===== config.mk =====
export PLATFORM = sky130hd
export DESIGN_NAME = bech32m_encoder_flat
export DESIGN_NICKNAME = d
export VERILOG_FILES = /design/src/hw/rtl/b32m_pkg.sv /design/src/hw/rtl/b32m_if.sv /design/src/hw/rtl/b32m_front.sv /design/src/hw/rtl/b32m_back.sv /design/src/hw/rtl/bech32m_encoder.sv /design/src/flat_wrapper.sv
export SDC_FILE = /design/constraint.sdc
export NUM_CORES = 1
export LEC_CHECK = 0
export BUFFER_PORTS_ARGS = -buffer_cell sky130_fd_sc_hd__buf_4
export CAP_MARGIN = 20
export CORE_MARGIN = 1.5
export CORE_UTILIZATION = 60
export DETAILED_ROUTE_END_ITERATION = 8
export PLACE_DENSITY = 0.76
export SLEW_MARGIN = 10
export SYNTH_ARGS = -nofsm -noshare
export SYNTH_HDL_FRONTEND = slang
export SYNTH_HIERARCHICAL = 1
export SYNTH_SLANG_ARGS = --single-unit

===== constraint.sdc =====
create_clock -name clock -period 5.55 [get_ports clock]
set_clock_uncertainty 0.15 [all_clocks]
set_input_delay 0 -clock clock [delete_from_list [all_inputs] [get_ports clock]]
set_output_delay 0 -clock clock [all_outputs]
set_load 0.005 [all_outputs]

===== src/hw/rtl/b32m_pkg.sv =====
// shared types, constants and checksum helpers for the bech32m encoder
`timescale 1ns / 1ps

package b32m_pkg;

   // hrp buffer sizing
   localparam int HRP_DEPTH = 83;
   localparam int LEN_W     = $clog2(HRP_DEPTH + 1);
   localparam int ADDR_W    = (HRP_DEPTH > 1) ? $clog2(HRP_DEPTH) : 1;

   // queue between front and back
   localparam int QUEUE_DEPTH = 2;
   localparam int QPTR_W      = (QUEUE_DEPTH > 1) ? $clog2(QUEUE_DEPTH) : 1;
   localparam int QCNT_W      = $clog2(QUEUE_DEPTH + 1);

   // request type codes on the input channel
   localparam logic [1:0] REQ_HRP  = 2'd0;
   localparam logic [1:0] REQ_DATA = 2'd1;
   localparam logic [1:0] REQ_END  = 2'd2;

   // checksum constants
   localparam logic [29:0] CHK_INIT  = 30'h1;
   localparam logic [29:0] CHK_XOR_M = 30'h2bc830a3;
   localparam logic [29:0] GEN_POLY [5] = '{
      30'h3b6a57b2, 30'h26508e6d, 30'h1ea119fa, 30'h3d4233dd, 30'h2a1462b3
   };

   localparam logic [255:0] CHARSET = "qpzry9x8gf2tvdw0s3jn54khce6mua7l";
   localparam logic [7:0]   SEP_CHAR = "1";

   typedef enum logic [1:0] {
      KIND_HRP,
      KIND_DATA,
      KIND_END
   } item_kind_type;

   // classified request handed from front to back
   typedef struct packed {
      item_kind_type kind;
      logic [7:0]    data;
      logic          first;
   } q_item_type;

   typedef enum logic [2:0] {
      ST_IDLE,
      ST_HRP,
      ST_SEP,
      ST_WALK,
      ST_DATA,
      ST_PAD,
      ST_ZERO,
      ST_CHK
   } back_state_type;

   // one bch step: shift in a 5-bit symbol and reduce
   function automatic logic [29:0] fold(input logic [29:0] chk, input logic [4:0] sym);
      logic [29:0] c;
      c = {chk[24:0], sym};
      for (int i = 0; i < 5; i++) begin
         if (chk[25 + i]) begin
            c = c ^ GEN_POLY[i];
         end
      end
      return c;
   endfunction

   // 5-bit symbol to ascii
   function automatic logic [7:0] sym_char(input logic [4:0] sym);
      logic [7:0] ch;
      ch = CHARSET[(8'd31 - {3'd0, sym}) * 8 +: 8];
      return ch;
   endfunction

endpackage


===== src/hw/rtl/b32m_if.sv =====
// valid/ready channel interfaces for requests and encoded characters
`timescale 1ns / 1ps

interface b32m_req_if;
   logic       valid;
   logic       ready;
   logic [1:0] req_type;
   logic [7:0] req_in_byte;

   modport source (output valid, output req_type, output req_in_byte, input ready);
   modport sink   (input valid, input req_type, input req_in_byte, output ready);
endinterface

interface b32m_rsp_if;
   logic       valid;
   logic       ready;
   logic [7:0] rsp_out_char;
   logic       rsp_end_of_string;
   logic       rsp_hrp_overflow;

   modport source (output valid, output rsp_out_char, output rsp_end_of_string,
                   output rsp_hrp_overflow, input ready);
   modport sink   (input valid, input rsp_out_char, input rsp_end_of_string,
                   input rsp_hrp_overflow, output ready);
endinterface


===== src/hw/rtl/b32m_front.sv =====
// request intake: classifies requests, drops ignored ones, queues the rest
`timescale 1ns / 1ps

module b32m_front (
   input  logic                 clock,
   input  logic                 reset,
   b32m_req_if.sink             req,
   output logic                 q_valid,
   output b32m_pkg::q_item_type q_item,
   input  logic                 q_pop
);

   b32m_pkg::q_item_type q_mem_ff [b32m_pkg::QUEUE_DEPTH];
   logic [b32m_pkg::QPTR_W-1:0] wr_ptr_ff, wr_ptr_in;
   logic [b32m_pkg::QPTR_W-1:0] rd_ptr_ff, rd_ptr_in;
   logic [b32m_pkg::QCNT_W-1:0] cnt_ff, cnt_in;
   logic                        phase_ff, phase_in;
   logic                        accept;
   logic                        keep;
   logic                        push;
   b32m_pkg::q_item_type        new_item;

   assign req.ready = (cnt_ff != b32m_pkg::QCNT_W'(b32m_pkg::QUEUE_DEPTH));
   assign accept    = req.valid & req.ready;
   assign q_valid   = (cnt_ff != '0);
   assign q_item    = q_mem_ff[rd_ptr_ff];

   // classify the request
   always_comb begin
      keep          = 1'b0;
      phase_in      = phase_ff;
      new_item.kind = b32m_pkg::KIND_HRP;
      new_item.data = req.req_in_byte;
      new_item.first = ~phase_ff;
      case (req.req_type)
         b32m_pkg::REQ_HRP: begin
            keep = ~phase_ff;
         end
         b32m_pkg::REQ_DATA: begin
            keep          = 1'b1;
            new_item.kind = b32m_pkg::KIND_DATA;
            if (accept) phase_in = 1'b1;
         end
         b32m_pkg::REQ_END: begin
            keep          = 1'b1;
            new_item.kind = b32m_pkg::KIND_END;
            if (accept) phase_in = 1'b0;
         end
         default: begin
            keep = 1'b0;
         end
      endcase
      push = accept & keep;
   end

   // queue pointers and count
   always_comb begin
      wr_ptr_in = wr_ptr_ff;
      rd_ptr_in = rd_ptr_ff;
      cnt_in    = cnt_ff;
      if (push) begin
         wr_ptr_in = (wr_ptr_ff == b32m_pkg::QPTR_W'(b32m_pkg::QUEUE_DEPTH - 1)) ?
                     '0 : wr_ptr_ff + 1'b1;
      end
      if (q_pop) begin
         rd_ptr_in = (rd_ptr_ff == b32m_pkg::QPTR_W'(b32m_pkg::QUEUE_DEPTH - 1)) ?
                     '0 : rd_ptr_ff + 1'b1;
      end
      if (push && !q_pop) begin
         cnt_in = cnt_ff + 1'b1;
      end else if (!push && q_pop) begin
         cnt_in = cnt_ff - 1'b1;
      end
   end

   // control registers
   always_ff @(posedge clock) begin
      if (reset) begin
         wr_ptr_ff <= '0;
         rd_ptr_ff <= '0;
         cnt_ff    <= '0;
         phase_ff  <= 1'b0;
      end else begin
         wr_ptr_ff <= wr_ptr_in;
         rd_ptr_ff <= rd_ptr_in;
         cnt_ff    <= cnt_in;
         phase_ff  <= phase_in;
      end
   end

   // queue storage
   always_ff @(posedge clock) begin
      if (push) begin
         q_mem_ff[wr_ptr_ff] <= new_item;
      end
   end

endmodule


===== src/hw/rtl/b32m_back.sv =====
// encode sequencer: checksum, hrp buffer walk, 8-to-5 regroup, output register
`timescale 1ns / 1ps

module b32m_back (
   input  logic                 clock,
   input  logic                 reset,
   input  logic                 q_valid,
   input  b32m_pkg::q_item_type q_item,
   output logic                 q_pop,
   b32m_rsp_if.source           rsp
);

   b32m_pkg::back_state_type state_ff, state_in;
   b32m_pkg::q_item_type     cur_ff, cur_in;
   logic [29:0]              chk_ff, chk_in;
   logic [29:0]              mod_ff, mod_in;
   logic [b32m_pkg::LEN_W-1:0] len_ff, len_in;
   logic [b32m_pkg::LEN_W-1:0] walk_ff, walk_in;
   logic [b32m_pkg::LEN_W-1:0] walk_nx;
   logic                     ovf_ff, ovf_in;
   logic [3:0]               left_ff, left_in;
   logic [2:0]               lcnt_ff, lcnt_in;
   logic [11:0]              acc_ff, acc_in;
   logic [3:0]               bits_ff, bits_in;
   logic [3:0]               bits_nx;
   logic [2:0]               step_ff, step_in;
   logic [4:0]               sym;
   logic [4:0]               pad_sym;
   logic [29:0]              zero_fold;

   // output register
   logic                     out_valid_ff;
   logic [7:0]               out_char_ff;
   logic                     out_eos_ff;
   logic                     out_ovf_ff;
   logic                     emit_ok;
   logic                     emit;
   logic [7:0]               emit_char;
   logic                     emit_eos;
   logic                     emit_ovf;

   // hrp low-part buffer
   logic [4:0]               hrp_mem [b32m_pkg::HRP_DEPTH];
   logic                     wr_en;
   logic [b32m_pkg::ADDR_W-1:0] wr_addr;
   logic                     rd_en;
   logic [b32m_pkg::ADDR_W-1:0] rd_addr;
   logic [4:0]               rd_data_ff;

   assign emit_ok = ~out_valid_ff | rsp.ready;
   assign walk_nx = walk_ff + 1'b1;
   assign bits_nx = bits_ff - 4'd5;
   assign sym     = 5'(acc_ff >> bits_nx);
   assign pad_sym = 5'({1'b0, left_ff} << (3'd5 - lcnt_ff));
   assign zero_fold = b32m_pkg::fold(chk_ff, 5'd0);

   assign rsp.valid             = out_valid_ff;
   assign rsp.rsp_out_char      = out_char_ff;
   assign rsp.rsp_end_of_string = out_eos_ff;
   assign rsp.rsp_hrp_overflow  = out_ovf_ff;

   // next state and datapath
   always_comb begin
      state_in  = state_ff;
      cur_in    = cur_ff;
      chk_in    = chk_ff;
      mod_in    = mod_ff;
      len_in    = len_ff;
      walk_in   = walk_ff;
      ovf_in    = ovf_ff;
      left_in   = left_ff;
      lcnt_in   = lcnt_ff;
      acc_in    = acc_ff;
      bits_in   = bits_ff;
      step_in   = step_ff;
      q_pop     = 1'b0;
      emit      = 1'b0;
      emit_char = 8'd0;
      emit_eos  = 1'b0;
      emit_ovf  = 1'b0;
      wr_en     = 1'b0;
      wr_addr   = len_ff[b32m_pkg::ADDR_W-1:0];
      rd_en     = 1'b0;
      rd_addr   = walk_nx[b32m_pkg::ADDR_W-1:0];

      case (state_ff)
         // take the next queued request
         b32m_pkg::ST_IDLE: begin
            if (q_valid) begin
               q_pop  = 1'b1;
               cur_in = q_item;
               acc_in  = {left_ff, q_item.data};
               bits_in = {1'b0, lcnt_ff} + 4'd8;
               if (q_item.kind == b32m_pkg::KIND_HRP) begin
                  state_in = b32m_pkg::ST_HRP;
               end else if (q_item.first) begin
                  state_in = b32m_pkg::ST_SEP;
               end else if (q_item.kind == b32m_pkg::KIND_DATA) begin
                  state_in = b32m_pkg::ST_DATA;
               end else begin
                  state_in = b32m_pkg::ST_PAD;
               end
            end
         end

         // echo hrp char, fold high bits, keep low bits
         b32m_pkg::ST_HRP: begin
            if (emit_ok) begin
               emit      = 1'b1;
               emit_char = cur_ff.data;
               chk_in    = b32m_pkg::fold(chk_ff, {2'b00, cur_ff.data[7:5]});
               if (len_ff < b32m_pkg::LEN_W'(b32m_pkg::HRP_DEPTH)) begin
                  wr_en  = 1'b1;
                  len_in = len_ff + 1'b1;
               end else begin
                  ovf_in = 1'b1;
               end
               state_in = b32m_pkg::ST_IDLE;
            end
         end

         // separator, fold zero, start buffer read
         b32m_pkg::ST_SEP: begin
            rd_addr = '0;
            if (emit_ok) begin
               emit      = 1'b1;
               emit_char = b32m_pkg::SEP_CHAR;
               chk_in    = zero_fold;
               rd_en     = (len_ff != '0);
               walk_in   = '0;
               if (len_ff != '0) begin
                  state_in = b32m_pkg::ST_WALK;
               end else if (cur_ff.kind == b32m_pkg::KIND_DATA) begin
                  state_in = b32m_pkg::ST_DATA;
               end else begin
                  state_in = b32m_pkg::ST_PAD;
               end
            end
         end

         // fold stored low parts, one per cycle
         b32m_pkg::ST_WALK: begin
            chk_in  = b32m_pkg::fold(chk_ff, rd_data_ff);
            walk_in = walk_nx;
            rd_en   = (walk_nx < len_ff);
            if (walk_nx == len_ff) begin
               if (cur_ff.kind == b32m_pkg::KIND_DATA) begin
                  state_in = b32m_pkg::ST_DATA;
               end else begin
                  state_in = b32m_pkg::ST_PAD;
               end
            end
         end

         // regroup data bits, one symbol per cycle while the output register can take it
         b32m_pkg::ST_DATA: begin
            if (emit_ok) begin
               emit      = 1'b1;
               emit_char = b32m_pkg::sym_char(sym);
               chk_in    = b32m_pkg::fold(chk_ff, sym);
               bits_in   = bits_nx;
               if (bits_nx < 4'd5) begin
                  lcnt_in  = bits_nx[2:0];
                  left_in  = acc_ff[3:0] & ((4'd1 << bits_nx) - 4'd1);
                  state_in = b32m_pkg::ST_IDLE;
               end
            end
         end

         // zero-padded final symbol if bits remain
         b32m_pkg::ST_PAD: begin
            step_in = '0;
            if (lcnt_ff == '0) begin
               state_in = b32m_pkg::ST_ZERO;
            end else if (emit_ok) begin
               emit      = 1'b1;
               emit_char = b32m_pkg::sym_char(pad_sym);
               chk_in    = b32m_pkg::fold(chk_ff, pad_sym);
               state_in  = b32m_pkg::ST_ZERO;
            end
         end

         // six zero folds, then apply the bech32m constant
         b32m_pkg::ST_ZERO: begin
            chk_in  = zero_fold;
            step_in = step_ff + 1'b1;
            if (step_ff == 3'd5) begin
               mod_in   = zero_fold ^ b32m_pkg::CHK_XOR_M;
               step_in  = '0;
               state_in = b32m_pkg::ST_CHK;
            end
         end

         // six checksum chars, high group first
         b32m_pkg::ST_CHK: begin
            if (emit_ok) begin
               emit      = 1'b1;
               emit_char = b32m_pkg::sym_char(mod_ff[29:25]);
               mod_in    = {mod_ff[24:0], 5'd0};
               step_in   = step_ff + 1'b1;
               if (step_ff == 3'd5) begin
                  emit_eos = 1'b1;
                  emit_ovf = ovf_ff;
                  len_in   = '0;
                  chk_in   = b32m_pkg::CHK_INIT;
                  left_in  = '0;
                  lcnt_in  = '0;
                  ovf_in   = 1'b0;
                  step_in  = '0;
                  state_in = b32m_pkg::ST_IDLE;
               end
            end
         end

         default: begin
            state_in = b32m_pkg::ST_IDLE;
         end
      endcase
   end

   // control and message state
   always_ff @(posedge clock) begin
      if (reset) begin
         state_ff     <= b32m_pkg::ST_IDLE;
         chk_ff       <= b32m_pkg::CHK_INIT;
         len_ff       <= '0;
         ovf_ff       <= 1'b0;
         left_ff      <= '0;
         lcnt_ff      <= '0;
         step_ff      <= '0;
         walk_ff      <= '0;
         out_valid_ff <= 1'b0;
      end else begin
         state_ff <= state_in;
         chk_ff   <= chk_in;
         len_ff   <= len_in;
         ovf_ff   <= ovf_in;
         left_ff  <= left_in;
         lcnt_ff  <= lcnt_in;
         step_ff  <= step_in;
         walk_ff  <= walk_in;
         if (emit) begin
            out_valid_ff <= 1'b1;
         end else if (rsp.ready) begin
            out_valid_ff <= 1'b0;
         end
      end
   end

   // payload registers
   always_ff @(posedge clock) begin
      cur_ff  <= cur_in;
      mod_ff  <= mod_in;
      acc_ff  <= acc_in;
      bits_ff <= bits_in;
      if (emit) begin
         out_char_ff <= emit_char;
         out_eos_ff  <= emit_eos;
         out_ovf_ff  <= emit_ovf;
      end
   end

   // hrp buffer: one write port, one registered read port
   always_ff @(posedge clock) begin
      if (wr_en) begin
         hrp_mem[wr_addr] <= cur_ff.data[4:0];
      end
      if (rd_en) begin
         rd_data_ff <= hrp_mem[rd_addr];
      end
   end

endmodule


===== src/hw/rtl/bech32m_encoder.sv =====
// top level of the streaming bech32m encoder
`timescale 1ns / 1ps
//
// Requests enter on req (valid/ready): req_type selects an hrp character, a
// data byte or end of message; req_in_byte carries the character or byte.
// Encoded ascii characters leave on rsp (valid/ready), one per transfer;
// rsp_end_of_string marks the last checksum character and rsp_hrp_overflow
// on that character reports an hrp longer than the buffer.
// A two-entry queue sits between intake and the encode sequencer, so
// requests keep flowing while the sequencer waits on the receiver.
// Each request is fetched from the queue; then an hrp character is echoed,
// a data byte gives one character per 5-bit symbol, and end of message
// gives the pad symbol if bits remain, six zero folds and six checksum
// characters. The first data byte or end also emits the separator and walks
// the hrp buffer, one entry per cycle. A request reaches the output register
// through the queue and the sequencer state.
// Reset (synchronous) empties the queue and output register and starts a
// fresh message. A stalled receiver holds the current character; the
// sequencer waits and the queue fills, then req.ready drops.
//

module bech32m_encoder (
   input  logic         clock,
   input  logic         reset,
   b32m_req_if.sink     req,
   b32m_rsp_if.source   rsp
);

   logic                 q_valid;
   logic                 q_pop;
   b32m_pkg::q_item_type q_item;

   b32m_front u_front (
      .clock   (clock),
      .reset   (reset),
      .req     (req),
      .q_valid (q_valid),
      .q_item  (q_item),
      .q_pop   (q_pop)
   );

   b32m_back u_back (
      .clock   (clock),
      .reset   (reset),
      .q_valid (q_valid),
      .q_item  (q_item),
      .q_pop   (q_pop),
      .rsp     (rsp)
   );

endmodule


===== src/flat_wrapper.sv =====
// flat-port wrapper written by rule: the top's interface ports become plain ports
module bech32m_encoder_flat 
  (clock, reset, req_valid, req_req_type, req_req_in_byte, req_ready, rsp_valid, rsp_rsp_out_char, rsp_rsp_end_of_string, rsp_rsp_hrp_overflow, rsp_ready);
  b32m_req_if req_i ();
  b32m_rsp_if rsp_i ();
  input  logic clock;
  input  logic reset;
  input wire logic [$bits(req_i.valid)-1:0] req_valid;
  input wire logic [$bits(req_i.req_type)-1:0] req_req_type;
  input wire logic [$bits(req_i.req_in_byte)-1:0] req_req_in_byte;
  output wire logic [$bits(req_i.ready)-1:0] req_ready;
  output wire logic [$bits(rsp_i.valid)-1:0] rsp_valid;
  output wire logic [$bits(rsp_i.rsp_out_char)-1:0] rsp_rsp_out_char;
  output wire logic [$bits(rsp_i.rsp_end_of_string)-1:0] rsp_rsp_end_of_string;
  output wire logic [$bits(rsp_i.rsp_hrp_overflow)-1:0] rsp_rsp_hrp_overflow;
  input wire logic [$bits(rsp_i.ready)-1:0] rsp_ready;
  assign req_i.valid = req_valid;
  assign req_i.req_type = req_req_type;
  assign req_i.req_in_byte = req_req_in_byte;
  assign req_ready = req_i.ready;
  assign rsp_valid = rsp_i.valid;
  assign rsp_rsp_out_char = rsp_i.rsp_out_char;
  assign rsp_rsp_end_of_string = rsp_i.rsp_end_of_string;
  assign rsp_rsp_hrp_overflow = rsp_i.rsp_hrp_overflow;
  assign rsp_i.ready = rsp_ready;
  bech32m_encoder u_core (.clock(clock), .reset(reset), .req(req_i), .rsp(rsp_i));
endmodule

==> run metrics <==
status finished clean; die width approximately 210 µm; Inserted Clock Buffers 56; syn_nets 2,009; Core Rows 75; die height 209 µm; crit path DAT approximately 4500 ps; Total GRT Usage 0.287; Via Count 17,100; number of max-cap violations 0; slowest CP cell xor2_1; vias in the first global route 16,500; Net Sw Frac 0.332; Gate power share 0.290; most used cell, CP o21a_1; die area around 44,000 µm²; vias per inst about 6.7; critical path cell sequence ha_4 -> nand3_1 -> xor2_1 -> inv_1 -> ha_1 -> o21a_1 -> o21a_1 -> o21a_1 -> o32ai_1; Clock power frac 0.282; register area share after synthesis 0.643; Nets 2,005; maximum vdd ir drop 0.356 mV; Yosys warnings 6; total chip power 12.8 mW; DRT Pass-1 Iters 8; cell area after synthesis 25,400 µm²; worst path bufs/invs 1; final wirelength 62,600 µm; critical path peak fanout 56; Hold WC Path Type primary input to flip-flop; clock sink total around 570; #FFs+latches synth approximately 570; cell internal pwr 8.59 mW; Top-Level Pins 26; Yosys cell types 90; CP startpoint kind flip-flop; Worst-Skew Late Latency about 620 ps; Worst-path clk slew ~60 ps; Setup Buffers After CTS 0; total global routing overflow 0; Mapped Cells 1,976; number of H-tree levels 2; TritonCTS clock tree built; leakage power 8.98 nW; Min Clock Period, post-route 4360 ps; crit-path leading delay family compound AO/OA/AOI/OAI gates; core area between 40,000 and 50,000 µm²; fraction of layout cells with a size suffix above 1 0.0998; port bufs 25; Initial Util 0.607; post-place setup slack 1370 ps; Worst Path Required 5640 ps; Final setup viols 0; first-iteration detailed-routing DRC count 1,945; Slew Limit Fails 0; cell area after placement approximately 26,000 µm²; Final Hold Vio Count 0; DR DRC count 0; final setup TNS 0 ps; Main synth FF type edfxtp_1; achievable clock frequency 0.229 GHz; Avg Cell Area, Syn 12.8 µm²; post-CTS sizing 0; post-layout worst setup margin ~1200 ps; initial antenna violation count 0; pin count of the biggest net entering global routing 87; clock buffer depth 3; P per Cell Area 461 nW/µm²; post-DP HPWL about 38,000 µm; CP endpoint kind flip-flop; Post-synth ARST share 0; RSZ-0062 raised after global routing no; Worst-Margin Slew 1190 ps; global-route wire length before repair 96,300 µm; Final Cell Area between 20,000 and 30,000 µm²; Final period util 0.786; ant diodes 0; area grow syn2layout 9.75%; CP peak stage delay 930 ps; number of synthesized flops with an enable pin 500; CTS Root Cell clkbuf_16; GP Congestion 0.951; max_slew headroom 0.207; detailed-route wire length per cell 24.5 µm; sequential share of power 0.428; post-route ant nets 0; critical path class flip-flop to flip-flop; Net Sw Power between 4 and 5 mW
[layout by cell type, fill, tap and decap left out, drive strengths merged, types with 25 or more instances in the layout]
cell    count
xor2       27
nor3       29
mux2i      72
mux2       27
o221ai     56
clkbuf     72
o21ai      94
a211oi     28
o22ai      25
xnor2      46
nor2      217
nand2     142
nand3      59
dfxtp      65
buf        55
inv        34
edfxtp    500
a21oi     114
mux4       32
[flip-flops by register name, indices dropped and copies added (netlist names), 7 cells and up, named ones only]
name	cells
u_core/u_front/q_mem_ff	22
u_core/u_back/mod_ff	30
u_core/u_back/cur_ff	9
u_core/u_back/walk_ff	7
u_core/u_back/len_ff	7
u_core/u_back/rsp.rsp_out_char	8
u_core/u_back/chk_ff	30
u_core/u_back/hrp_mem	415
[metal layers]
| metal | vias up | routed length, µm | global-route usage |
|---|---|---|---|
| met4 | 0 | 2260 | 0.108 |
| met2 | 976 | 29800 | 0.468 |
| met5 | - | 0 | 0 |
| met3 | 162 | 5910 | 0.0457 |
| li1 | 7548 | - | - |
| met1 | 8368 | 24700 | 0.393 |
[stage by stage]
stage                     hold slack [ps]  instances  utilization
after floorplan                     -80.9       1976            -
after global placement               36.3       2429        0.618
after detailed placement             40.5       2429        0.618
after CTS                             159       2554        0.666
after global routing                  213       2554        0.666
final                                 192       2554        0.666
[kinds of logic after synthesis]
family                     share of synthesized area
DFF                                            0.643
and+or+nand+nor                               0.0960
AOI/OAI and AO/OA                              0.126
buffers and inverters                         0.0302
muxes                                         0.0695
xor gates and xnor gates                      0.0262
adders and majority gates                    0.00936
[synth_stat cells, types with 28 or more instances]
cell type,count,area [µm²]
clkbuf_1,81,304
mux4_2,31,698
dfxtp_1,65,1300
nor2_1,217,815
nand3_1,58,290
nor3_1,29,145
xnor2_1,46,403
a211oi_1,28,210
o221ai_1,56,490
a21oi_1,114,571
nand2_1,141,529
inv_1,31,116
buf_2,30,150
o21ai_0,89,445
mux2i_1,71,711
edfxtp_1,500,15000
[layout make-up]
cell class                      instances  area, µm²
Sequential cell                       565      16300
Fill cell                            2974      14000
Multi-Input combinational cell       1237       8350
Clock buffer                           72       1500
Tap cell                              539        674
Timing Repair Buffer                   79        653
Clock inverter                         29        238
Inverter                               33        124
[repair_timing]
action,4_1_cts,5_1_grt
endpoints found under the setup margin,0,0
hold endpoints to repair,82,0
hold buffers,24,0
[power groups by stage]
stage	clock [mW]	combinational (mW)	sequential, mW
floorplan	0	2.56	5.65
global placement	0	3.56	5.57
detailed placement	0	3.64	5.58
CTS	3.67	3.67	5.49
global route	3.83	4.02	5.52
finish	3.62	3.73	5.49
[worst min-delay path: stages]
cell and delay, ps:
dlygate4sd3_1 530, buf_4 110, ha_1 190
[final timing paths]
check | startpoint | end | slack [ps] | depth (start not counted)
worst max register to register | u_core/u_back/walk_ff[0]$_SDFFE_PP0P_ | u_core/u_back/rd_data_ff[1]$_DFFE_PP_ | 1190 | 9
worst max-delay path | u_core/u_back/walk_ff[0]$_SDFFE_PP0P_ | u_core/u_back/rd_data_ff[1]$_DFFE_PP_ | 1190 | 9
worst min register to register | u_core/u_back/chk_ff[23]$_SDFFE_PP0P_ | u_core/u_back/chk_ff[23]$_SDFFE_PP0P_ | 310 | 2
worst min-delay path | req_req_type[0] | u_core/u_front/q_mem_ff[1][9]$_DFFE_PP_ | 190 | 3
Power figures use the tool's default switching activity.
